### src/rtl/fpl2_pkg.sv
// ----------------------------------------------------------------------------
// fpl2_pkg
// Shared widths, stage data type and the log2 step constants for the
// shift-and-add base-2 logarithm core.
// ----------------------------------------------------------------------------
package fpl2_pkg;

    // number of normalisation steps (doubling step included), 8 to 30
    localparam int ITERATIONS = 30;

    localparam int MANT_W  = 31;                  // unsigned q1.30 mantissa
    localparam int LOG_W   = 31;                  // signed q1.30 result
    localparam int ACC_W   = 32;                  // magnitude of the running result
    localparam int SUM_W   = MANT_W + 2;          // trial product before the compare
    localparam int SHIFT_W = $clog2(ITERATIONS);

    localparam logic [ACC_W-1:0] ONE_Q30 = ACC_W'(64'd1 << 30);

    typedef struct packed {
        logic              valid;
        logic [MANT_W-1:0] m;
        logic [ACC_W-1:0]  acc;
    } cell_data_t;

    // log2(1 + 2^-idx) rounded to q1.30, entry 0 is 1.0
    // bits come from repeated squaring of 1 + 2^-idx held in q62
    function automatic logic [LOG_W-1:0] log_entry(input int idx);
        logic [63:0]  y;
        logic [127:0] p;
        logic [31:0]  q;
        int           b;
        y = '0;
        p = '0;
        q = '0;
        if (idx == 0)
        begin
            q = 32'h8000_0000;
        end
        else
        begin
            y = (64'd1 << 62) | (64'd1 << (62 - idx));
            for (b = 0; b < 31; b++)
            begin
                p = {64'd0, y} * {64'd0, y};
                y = p[125:62];
                q = {q[30:0], 1'b0};
                if (y[63])
                begin
                    q[0] = 1'b1;
                    y    = y >> 1;
                end
            end
        end
        return LOG_W'((33'(q) + 33'd1) >> 1);
    endfunction

endpackage

### src/rtl/fpl2_cell.sv
// ----------------------------------------------------------------------------
// fpl2_cell
// One normalisation step: tries m + round(m >> shift), keeps it when the
// product stays at or below 1.0 and then adds the step constant to the
// result magnitude. Registered, advances on en.
// ----------------------------------------------------------------------------
module fpl2_cell
    import fpl2_pkg::*;
(
    input  logic               clk,
    input  logic               rst_n,
    input  logic               en,
    input  logic [SHIFT_W-1:0] shift,
    input  logic [LOG_W-1:0]   tab,
    input  cell_data_t         d_in,
    output cell_data_t         d_out
);

    logic              valid_reg;
    logic [MANT_W-1:0] m_reg;
    logic [ACC_W-1:0]  acc_reg;

    logic [SUM_W-1:0]  rnd;
    logic [SUM_W-1:0]  incr;
    logic [SUM_W-1:0]  trial;
    logic              take;
    logic [MANT_W-1:0] m_next;
    logic [ACC_W-1:0]  acc_next;

    always_comb
    begin
        // half an lsb of the shifted term, none for the doubling step
        if (shift == '0)
        begin
            rnd = '0;
        end
        else
        begin
            rnd = SUM_W'(1) << (shift - SHIFT_W'(1));
        end
        incr     = (SUM_W'(d_in.m) + rnd) >> shift;
        trial    = SUM_W'(d_in.m) + incr;
        take     = (trial <= SUM_W'(ONE_Q30));
        m_next   = take ? trial[MANT_W-1:0] : d_in.m;
        acc_next = take ? (d_in.acc + ACC_W'(tab)) : d_in.acc;
    end

    always_ff @(posedge clk or negedge rst_n)
    begin
        if (!rst_n)
        begin
            valid_reg <= 1'b0;
        end
        else if (en)
        begin
            valid_reg <= d_in.valid;
        end
    end

    always_ff @(posedge clk)
    begin
        if (en)
        begin
            m_reg   <= m_next;
            acc_reg <= acc_next;
        end
    end

    assign d_out.valid = valid_reg;
    assign d_out.m     = m_reg;
    assign d_out.acc   = acc_reg;

endmodule

### config.mk
export PLATFORM = sky130hd
export DESIGN_NAME = fpl2_cell
export DESIGN_NICKNAME = d
export VERILOG_FILES = /design/src/rtl/fpl2_pkg.sv /design/src/rtl/fpl2_cell.sv
export SDC_FILE = /design/constraint.sdc
export NUM_CORES = 1
export LEC_CHECK = 0
export ABC_AREA = 1
export ABC_CLOCK_PERIOD_IN_PS = 1900
export BUFFER_PORTS_ARGS = -buffer_cell sky130_fd_sc_hd__buf_4
export CORE_ASPECT_RATIO = 1.1
export CORE_MARGIN = 3
export CORE_UTILIZATION = 55
export CTS_CLUSTER_DIAMETER = 120
export DETAILED_ROUTE_END_ITERATION = 10
export GPL_ROUTABILITY_DRIVEN = 0
export PLACE_DENSITY = 0.77
export SKIP_CTS_REPAIR_TIMING = 1
export SYNTH_ARGS = -nofsm -noshare
export SYNTH_HDL_FRONTEND = slang
export SYNTH_SLANG_ARGS = --single-unit
### constraint.sdc
create_clock -name clk -period 1.9 [get_ports clk]
set_input_delay 0.38 -clock clk [delete_from_list [all_inputs] [get_ports clk]]
set_output_delay 0.38 -clock clk [all_outputs]
set_load 0.1 [all_outputs]
==> results of run 1 <==
[per-stage QoR]
| stage | hold WS, ps | setup TNS (ps) | util |
|---|---|---|---|
| 2_1_floorplan | 84.41 | -218870 | - |
| 3_3_place_gp | 154.9 | -267950 | 0.8053 |
| 3_5_place_dp | 157.1 | -278630 | 0.8053 |
| 4_1_cts | -197.1 | -257520 | 0.8181 |
[metal layers]
| metal | GRT overflow | global-route usage |
|---|---|---|
| met1 | 0 | 0.5637 |
| met2 | 5 | 0.8487 |
| met4 | 2 | 0.5839 |
| met3 | 0 | 0.3245 |
| met5 | 0 | 0.1009 |
[cell families after synthesis]
| logic type | count (synthesis) | synth area share |
|---|---|---|
| compound gates | 191 | 0.09444 |
| xor+xnor | 48 | 0.03690 |
| fa+ha+maj | 96 | 0.1074 |
| buf+inv | 312 | 0.1089 |
| flops | 64 | 0.1682 |
| mux | 1 | 0.0009883 |
| simple gates | 1287 | 0.4831 |
==> metrics.cfg, run 1 <==
[die]
std_cell_rows = 54
dieWidth_um = 143.2
die_height_um = 157.0
floorplan.initialDensity = 0.5678
ios = 167

[placed_design]
hpwlAfterDp_um = 38780
place_inst = 2803
placed_cell_area_um2 = 16160
post-place-ws_ps = -4450
port_buffers = 166

[sta]
crit_endpoint = acc_reg[20]$_DFFE_PP_/D
worst-ep-kind = register data pin

[run_status]
status = stopped before the end
stop_stage = 5_1_grt
error_line = [ERROR GRT-0232] Routing congestion too high. Check the congestion heatmap in the GUI.

[yosys]
synth_nets = 2198
synth_area_per_cell_um2 = 5.700
syn_area_um2 = 11390
yosysMostFrequentCell = nand2_1
postSynthCellCount = 1999
synth_top_area_cell = nand2_1
synthFlopType = edfxtp_1
yosysSeqAreaShare = 0.1682
yosysWarnings = 0
synth_top_area_frac = 0.2178
synth_seq_cells = 64
async_flop_share = 0.01563
synth_area_leaders = nand2_1, edfxtp_1, nand3_1
ys_types = 44
synth_common_cells = nand2_1, nand3_1, inv_1
synth_edf_count = 63

[clock_tree]
clk_path_buf_depth = 2
cts_buffers = 9
clockRootBuffer = clkbuf_16
htree_levels = 3
cts.sinks = 64

[global_route]
grtUsageTotal = 0.5840
grt_overflow = 7
grt_max_degree = 64

==> run 2: changes to the inputs <==
- CORE_ASPECT_RATIO: 1.1 -> unset
- CORE_UTILIZATION: 55 -> 40
- CTS_CLUSTER_DIAMETER: 120 -> unset
- PLACE_DENSITY: 0.77 -> unset
- PLACE_DENSITY_LB_ADDON: unset -> 0.15
==> run 2 against run 1 <==
  * The flow now finishes, with violations (setup timing)
  * Area after synthesis is the same
  * Synthesized cell count is the same
==> metrics.cfg, run 2 <==
[yosys]
syn_area_um2 = 11390  ; unchanged
synthFlopType = edfxtp_1
postSynthCellCount = 1999  ; unchanged
synth_seq_cells = 64  ; unchanged
synth_top_area_frac = 0.2178  ; unchanged
yosysMostFrequentCell = nand2_1
synth_nets = 2198  ; unchanged
synth_edf_count = 63  ; unchanged
ys_types = 44  ; unchanged
synth_top_area_cell = nand2_1
synth_common_cells = nand2_1, nand3_1, inv_1
synth_area_leaders = nand2_1, edfxtp_1, nand3_1
synth_area_per_cell_um2 = 5.700  ; unchanged
yosysSeqAreaShare = 0.1682  ; unchanged
yosysWarnings = 0  ; unchanged
async_flop_share = 0.01563  ; unchanged

[cells_and_area]
largest_reg_flops = 32
fin_util = 0.6339
final_cell_mix = buf_4, nand2_1, nand3_1
drive_gt1_frac = 0.3295
fin_nets = 2798
antennaDiodeCount = 0
fillCellCount = 2675
area_growth_pct = 55.41
final_common_cell = buf_4

[sta]
drv_slew = 0
finalWorstSetupSlack_ps = -3911
finClkSkew_ps = 0
fmax_ghz = 0.1721
setup_violations = 63
post-route-min-period_ps = 5811
rsz0062_at_grt = yes
maxSlewHeadroom = 0.6453
hold_viol_final = 0
fin_crit_sh = 3.058
worstMarginPinSlew_ps = 528.0

[worst_setup_path]
r2r_setup_slack_ps = 1160
worstSetupPathType = input pin to flop
r2r-start = valid_reg$_DFFE_PN0P_
crit_fanout = 12
reg2reg_to = valid_reg$_DFFE_PN0P_
reg2regPathDepth = 1
start_kind = input pin
crit_path_start = shift[1]
crit_arrival_ps = 5890
cp.required_ps = 1980
slowest_stage = fa_2
end_kind = flop
max_stage_delay_ps = 520

[clock_tree]
tritoncts = done
clk_latency_ps = 330
cts_buffers = 9  ; unchanged
htree_levels = 3  ; unchanged
cts.sinks = 64  ; unchanged
clk_path_buf_depth = 2  ; unchanged
path_clk_slew_ps = 60
clockRootBuffer = clkbuf_16

[die]
floorplan.initialDensity = 0.4079  ; -0.1599
std_cell_rows = 61  ; +13%
core_region_area_um2 = 27930
dieArea_um2 = 30540
ios = 167  ; unchanged
die_height_um = 174.8  ; +11%
dieWidth_um = 174.8  ; +22%

[route]
drtIter0Drc = 1332
vias = 15710
viasPerCell = 5.268
routed-wl-met3_um = 2823
top_layer = met4
wirelength_met1_um = 19170
drtPass1Iterations = 7
drt-total-wl_um = 47980
ant_nets = 0
drc = 0
wire_per_inst_um = 16.09
route.met2.wl_um = 23420

[min_path]
hp-class = input pin to flop
min-delay-start = d_in[63]
whs_endpoint = valid_reg$_DFFE_PN0P_
min_delay_path_depth = 2

[placed_design]
port_buffers = 166  ; unchanged
post-place-ws_ps = -4308  ; +142.5 ps
hpwlAfterDp_um = 39000  ; +0.57%

[global_route]
grt_pass1_vias = 14700
grt_max_degree = 63
grt_overflow = 0
grtUsageTotal = 0.2849
grt_pass1_wl_um = 71110
antenna_found_initial = 0

[run_status]
status = finished, violations left
violations = setup timing

[power]
powerDensity_nw_per_um2 = 603.7
ir_worst_vdd_v = 0.0004421
leakagePower_nw = 9.589

[run]
drv_cap = 0

==> run 2: power breakdown <==
part           leakage [nW]  internal (mW)  switching, mW
clock                 0.150           1.15          0.652
sequential            0.626           1.84         0.0766
combinational          8.81           2.65           4.31
total                  9.59           5.65           5.04
==> run 2: kinds of logic after synthesis <==
kind of cell / Yosys count / share of synthesized area
simple gates: 1287 / 0.4831
buf+inv: 312 / 0.1089
compound gates: 191 / 0.09444
fa+ha+maj: 96 / 0.1074
flops: 64 / 0.1682
xor+xnor: 48 / 0.03690
mux: 1 / 0.0009883
==> run 2: layer usage <==
| metal | vias to the layer above | global-route usage |
|---|---|---|
| met3 | 143 | 0.02260 |
| met4 | 0 | 0.1423 |
| met2 | 614 | 0.5099 |
| met1 | 7185 | 0.3424 |
| li1 | 7768 | - |
| met5 | - | 0 |
==> run 2: metrics by stage <==
stage               TNS [ps]  instances  power (mW)  area, um^2  hold slack (ps)
detailed placement   -269570       2948       8.474       16420            157.2
finish               -244160       2982       10.69       17710            278.4
CTS                  -247560       2964       10.29       16740           -200.1
global placement     -261870       2948       8.389       16420            156.0
global route         -266220       2982       11.28       17710            276.7
floorplan            -218870       1999       5.900       11480            84.41
==> run 2: area by class of cell <==
type | count | area, um^2 | area share
Clock buffer | 11 | 232.7 | 0.01314
Clock inverter | 5 | 81.33 | 0.004593
Inverter | 254 | 954.7 | 0.05391
Multi-Input combinational cell | 1623 | 8996 | 0.5081
Sequential cell | 64 | 1917 | 0.1083
Tap cell | 378 | 473.0 | 0.02671
Timing Repair Buffer | 647 | 5052 | 0.2853
==> run 2: worst max-delay path, delay by kind of cell <==
kind	cells	cell delay [ps]
buf+inv	8	730
fa+ha+maj	4	1170
compound gates	2	320
simple gates	29	3310
==> run 2: worst max-delay path by stage <==
stage	endpoint	slack [ps]	cells after the start
6_report	m_reg[8]$_DFFE_PP_	-3910	43
5_1_grt	acc_reg[17]$_DFFE_PP_	-4260	46
4_1_cts	m_reg[0]$_DFFE_PP_	-3950	47
3_5_place_dp	m_reg[0]$_DFFE_PP_	-4310	47
3_3_place_gp	m_reg[0]$_DFFE_PP_	-4180	43
2_1_floorplan	acc_reg[12]$_DFFE_PP_	-3490	46
(Power assumes the default switching activity.)
==> run 3: changes to the inputs <==
- CORE_ASPECT_RATIO: unset -> 0.9
- CORE_MARGIN: 3 -> 2
- GPL_ROUTABILITY_DRIVEN: 0 -> unset
==> run 3 against run 2 <==
  * Critical endpoint is now m_reg[4]$_DFFE_PP_
  * Core utilization up 0.70 points
  * Via count down 0.34%
  * Critical path type unchanged
  * Final cell count down 0.37%
  * Critical path depth up 3
  * Routed wire length up 8.3%
  * The flow still finishes with violations (setup timing)
==> metrics.cfg, run 3 (synthesis results as in run 2) <==
[placed_design]
port_buffers = 166  ; unchanged
post-place-ws_ps = -4690  ; -381.7 ps
placed_cell_area_um2 = 16420  ; about the same
gp_congestion = 1.049
hpwlAfterDp_um = 41690  ; +6.9%

[worst_setup_path]
slowest_stage = fa_1
crit_fanout = 10  ; -2
cp.required_ps = 2000  ; +20 ps
cp_num_buf_inv = 8  ; unchanged
crit_arrival_ps = 6030  ; +140 ps
worstSetupPathType = input pin to flop
start_kind = input pin
reg2reg_to = valid_reg$_DFFE_PN0P_
max_stage_delay_ps = 490  ; -30 ps
end_kind = flop
cp_common_cell = nand2_1
crit_family = simple AND/OR/NAND/NOR gates
r2r-start = valid_reg$_DFFE_PN0P_
reg2regPathDepth = 1  ; unchanged
r2r_setup_slack_ps = 1140  ; -20 ps

[route]
drtIter0Drc = 1396  ; +4.8%
vias = 15660  ; -0.34%
drtPass1Iterations = 6  ; -1
drc = 0  ; unchanged
viasPerCell = 5.270  ; about the same
drt-total-wl_um = 51980  ; +8.3%
ant_nets = 0  ; unchanged
wire_per_inst_um = 17.50  ; +8.7%

[die]
ios = 167  ; unchanged
die_height_um = 164.1  ; -6.1%
dieWidth_um = 181.9  ; +4.1%
std_cell_rows = 58  ; -4.9%
core_region_area_um2 = 28010  ; +0.28%
floorplan.initialDensity = 0.4067  ; -0.001130
dieArea_um2 = 29850  ; -2.3%

[cells_and_area]
antennaDiodeCount = 0  ; unchanged
fillCellCount = 2723  ; +1.8%
largest_reg_flops = 32  ; unchanged
final_common_cell = buf_4
final_cell_mix = buf_4, nand2_1, nand3_1
fin_nets = 2805  ; +0.25%
fin_area_um2 = 17950  ; +1.4%
area_growth_pct = 57.56
drive_gt1_frac = 0.3462  ; +0.01673

[global_route]
met3_usage = 0.05610  ; +0.03350
grt_use_met1 = 0.4295  ; +0.08713
antenna_found_initial = 0  ; unchanged
grt_max_degree = 45  ; -29%
grtUsageTotal = 0.3214  ; +0.03655
grt_busiest_layer = met2
grt_pass1_wl_um = 74470  ; +4.7%
grt_overflow = 0  ; unchanged
use_met2 = 0.5226  ; +0.01271
grt_pass1_vias = 14180  ; -3.5%

[run]
drv_cap = 0  ; unchanged

[min_path]
whs_endpoint = valid_reg$_DFFE_PN0P_
min_delay_path_depth = 2  ; unchanged
hp-class = input pin to flop
min-delay-start = d_in[63]

[sta]
hold_viol_final = 0  ; unchanged
drv_slew = 0  ; unchanged
finalWorstSetupSlack_ps = -4031  ; -120.6 ps
fmax_ghz = 0.1686  ; -2.0%
worstMarginPinSlew_ps = 570.9  ; +42.82 ps
setup_violations = 63  ; unchanged
finClkSkew_ps = 0  ; unchanged
maxSlewHeadroom = 0.6154  ; -0.02986
rsz0062_at_grt = yes
fin_crit_sh = 3.122  ; +0.06349
post-route-min-period_ps = 5931  ; +120.6 ps

[clock_tree]
cts_buffers = 9  ; unchanged
cts.sinks = 64  ; unchanged
clk_path_buf_depth = 2  ; unchanged
htree_levels = 3  ; unchanged
path_clk_slew_ps = 70  ; about the same
tritoncts = done
clockRootBuffer = clkbuf_16
clk_latency_ps = 350  ; +20 ps

[power]
leakagePower_nw = 9.703  ; +1.2%
ir_worst_vdd_v = 0.0004621  ; +4.5%
powerDensity_nw_per_um2 = 610.9  ; +1.2%

[run_status]
violations = setup timing
status = finished, violations left

[run 3: per-stage QoR]
stage / utilization / cells / power [mW] / TNS, ps / hold slack (ps)
floorplan: - / 1999 / 5.900 / -218870 / 84.41
global placement: 0.5863 / 2930 / 8.442 / -288700 / 155.0
detailed placement: 0.5863 / 2930 / 8.497 / -293340 / 160.1
CTS: 0.5977 / 2946 / 10.41 / -272060 / -216.1
global route: 0.6408 / 2971 / 11.54 / -275570 / 272.2
finish: 0.6408 / 2971 / 10.97 / -252340 / 271.2
[run 3: layout make-up]
class / count / area (um^2) / share of cell area
clock buffer: 9 / 225.2 / 0.01255
clock inverter: 7 / 93.84 / 0.005228
inverter: 254 / 957.2 / 0.05332
tap: 360 / 450.4 / 0.02509
sequential: 64 / 1917 / 0.1068
timing repair buffer: 654 / 5154 / 0.2871
multi-input combinational: 1623 / 9154 / 0.5099
[run 3: worst max path at each step]
stage,startpoint,to,slack [ps],cells past startpoint
after CTS,shift[0],acc_reg[20]$_DFFE_PP_,-4350,48
after global placement,shift[0],m_reg[24]$_DFFE_PP_,-4610,48
after detailed placement,shift[0],acc_reg[20]$_DFFE_PP_,-4690,48
final,shift[0],m_reg[4]$_DFFE_PP_,-4030,46
after floorplan,shift[0],acc_reg[12]$_DFFE_PP_,-3490,46
after global routing,shift[0],m_reg[2]$_DFFE_PP_,-4400,47
[run 3: power by group]
group	switching [mW]	internal, mW	leakage [nW]
clock	0.746	1.15	0.153
combinational	4.46	2.70	8.92
sequential	0.0675	1.84	0.626
total	5.27	5.70	9.70
[run 3: metal layers]
layer  wire length [um]  part of all wire  vias to the layer above
met1              22680              0.44                     7109
li1                   -                 -                     7789
met5                  0                 0                        -
met3               4250             0.082                       96
met2              23000              0.44                      663
met4               2054             0.040                        0
==> run 4: changes to the inputs <==
- CELL_PAD_IN_SITES_DETAIL_PLACEMENT: unset -> 2
- CELL_PAD_IN_SITES_GLOBAL_PLACEMENT: unset -> 2
- CORE_UTILIZATION: 40 -> 33
==> run 4 against run 3 <==
  * The run now fails in 3_5_place_dp
  * Synthesized cell count is the same
  * Area after synthesis is the same
==> metrics.cfg, run 4 <==
[run_status]
status = stopped before the end
stop_stage = 3_5_place_dp
error_line = [ERROR DPL-0033] detailed placement checks failed during check placement.

[yosys]
synthMuxAreaShare = 0.0009884  ; unchanged
synth_common_cells = nand2_1, nand3_1, inv_1
postSynthCellCount = 1999  ; unchanged
synth_top_area_cell = nand2_1
yosysWarnings = 0  ; unchanged
synth_fa_ha_area_frac = 0.1074  ; unchanged
synth-xor-area-share = 0.03690  ; unchanged
async_flop_share = 0.01563  ; unchanged
synth_nets = 2198  ; unchanged
synth_area_leaders = nand2_1, edfxtp_1, nand3_1
synth_area_per_cell_um2 = 5.700  ; unchanged
yosysMostFrequentCell = nand2_1
yosysSeqAreaShare = 0.1682  ; unchanged
synth_simple_gate_area_frac = 0.4831  ; unchanged
synth_seq_cells = 64  ; unchanged
ys_types = 44  ; unchanged
synth_compound_area_frac = 0.09444  ; unchanged
synth_edf_count = 63  ; unchanged
synth_top_area_frac = 0.2178  ; unchanged
synthFlopType = edfxtp_1
syn_area_um2 = 11390  ; unchanged
synth_top_family_by_area = simple AND/OR/NAND/NOR gates

[die]
floorplan.initialDensity = 0.3348  ; -0.07196
std_cell_rows = 64  ; +10%
dieWidth_um = 199.9  ; +9.9%
ios = 167  ; unchanged
die_height_um = 180.3  ; +9.9%

[placed_design]
hpwlAfterDp_um = 64170  ; +54%
gp_congestion = 0.9947  ; -5.2%
port_buffers = 166  ; unchanged

[run 4: stage by stage]
stage / hold slack (ps) / TNS [ps]
global placement: 155.1 / -284540
floorplan: 84.41 / -218870
[run 4: kinds of logic after synthesis]
| family | Yosys count |
|---|---|
| compound gates | 191 |
| xor+xnor | 48 |
| fa+ha+maj | 96 |
| buf+inv | 312 |
| flops | 64 |
| mux | 1 |
| simple gates | 1287 |
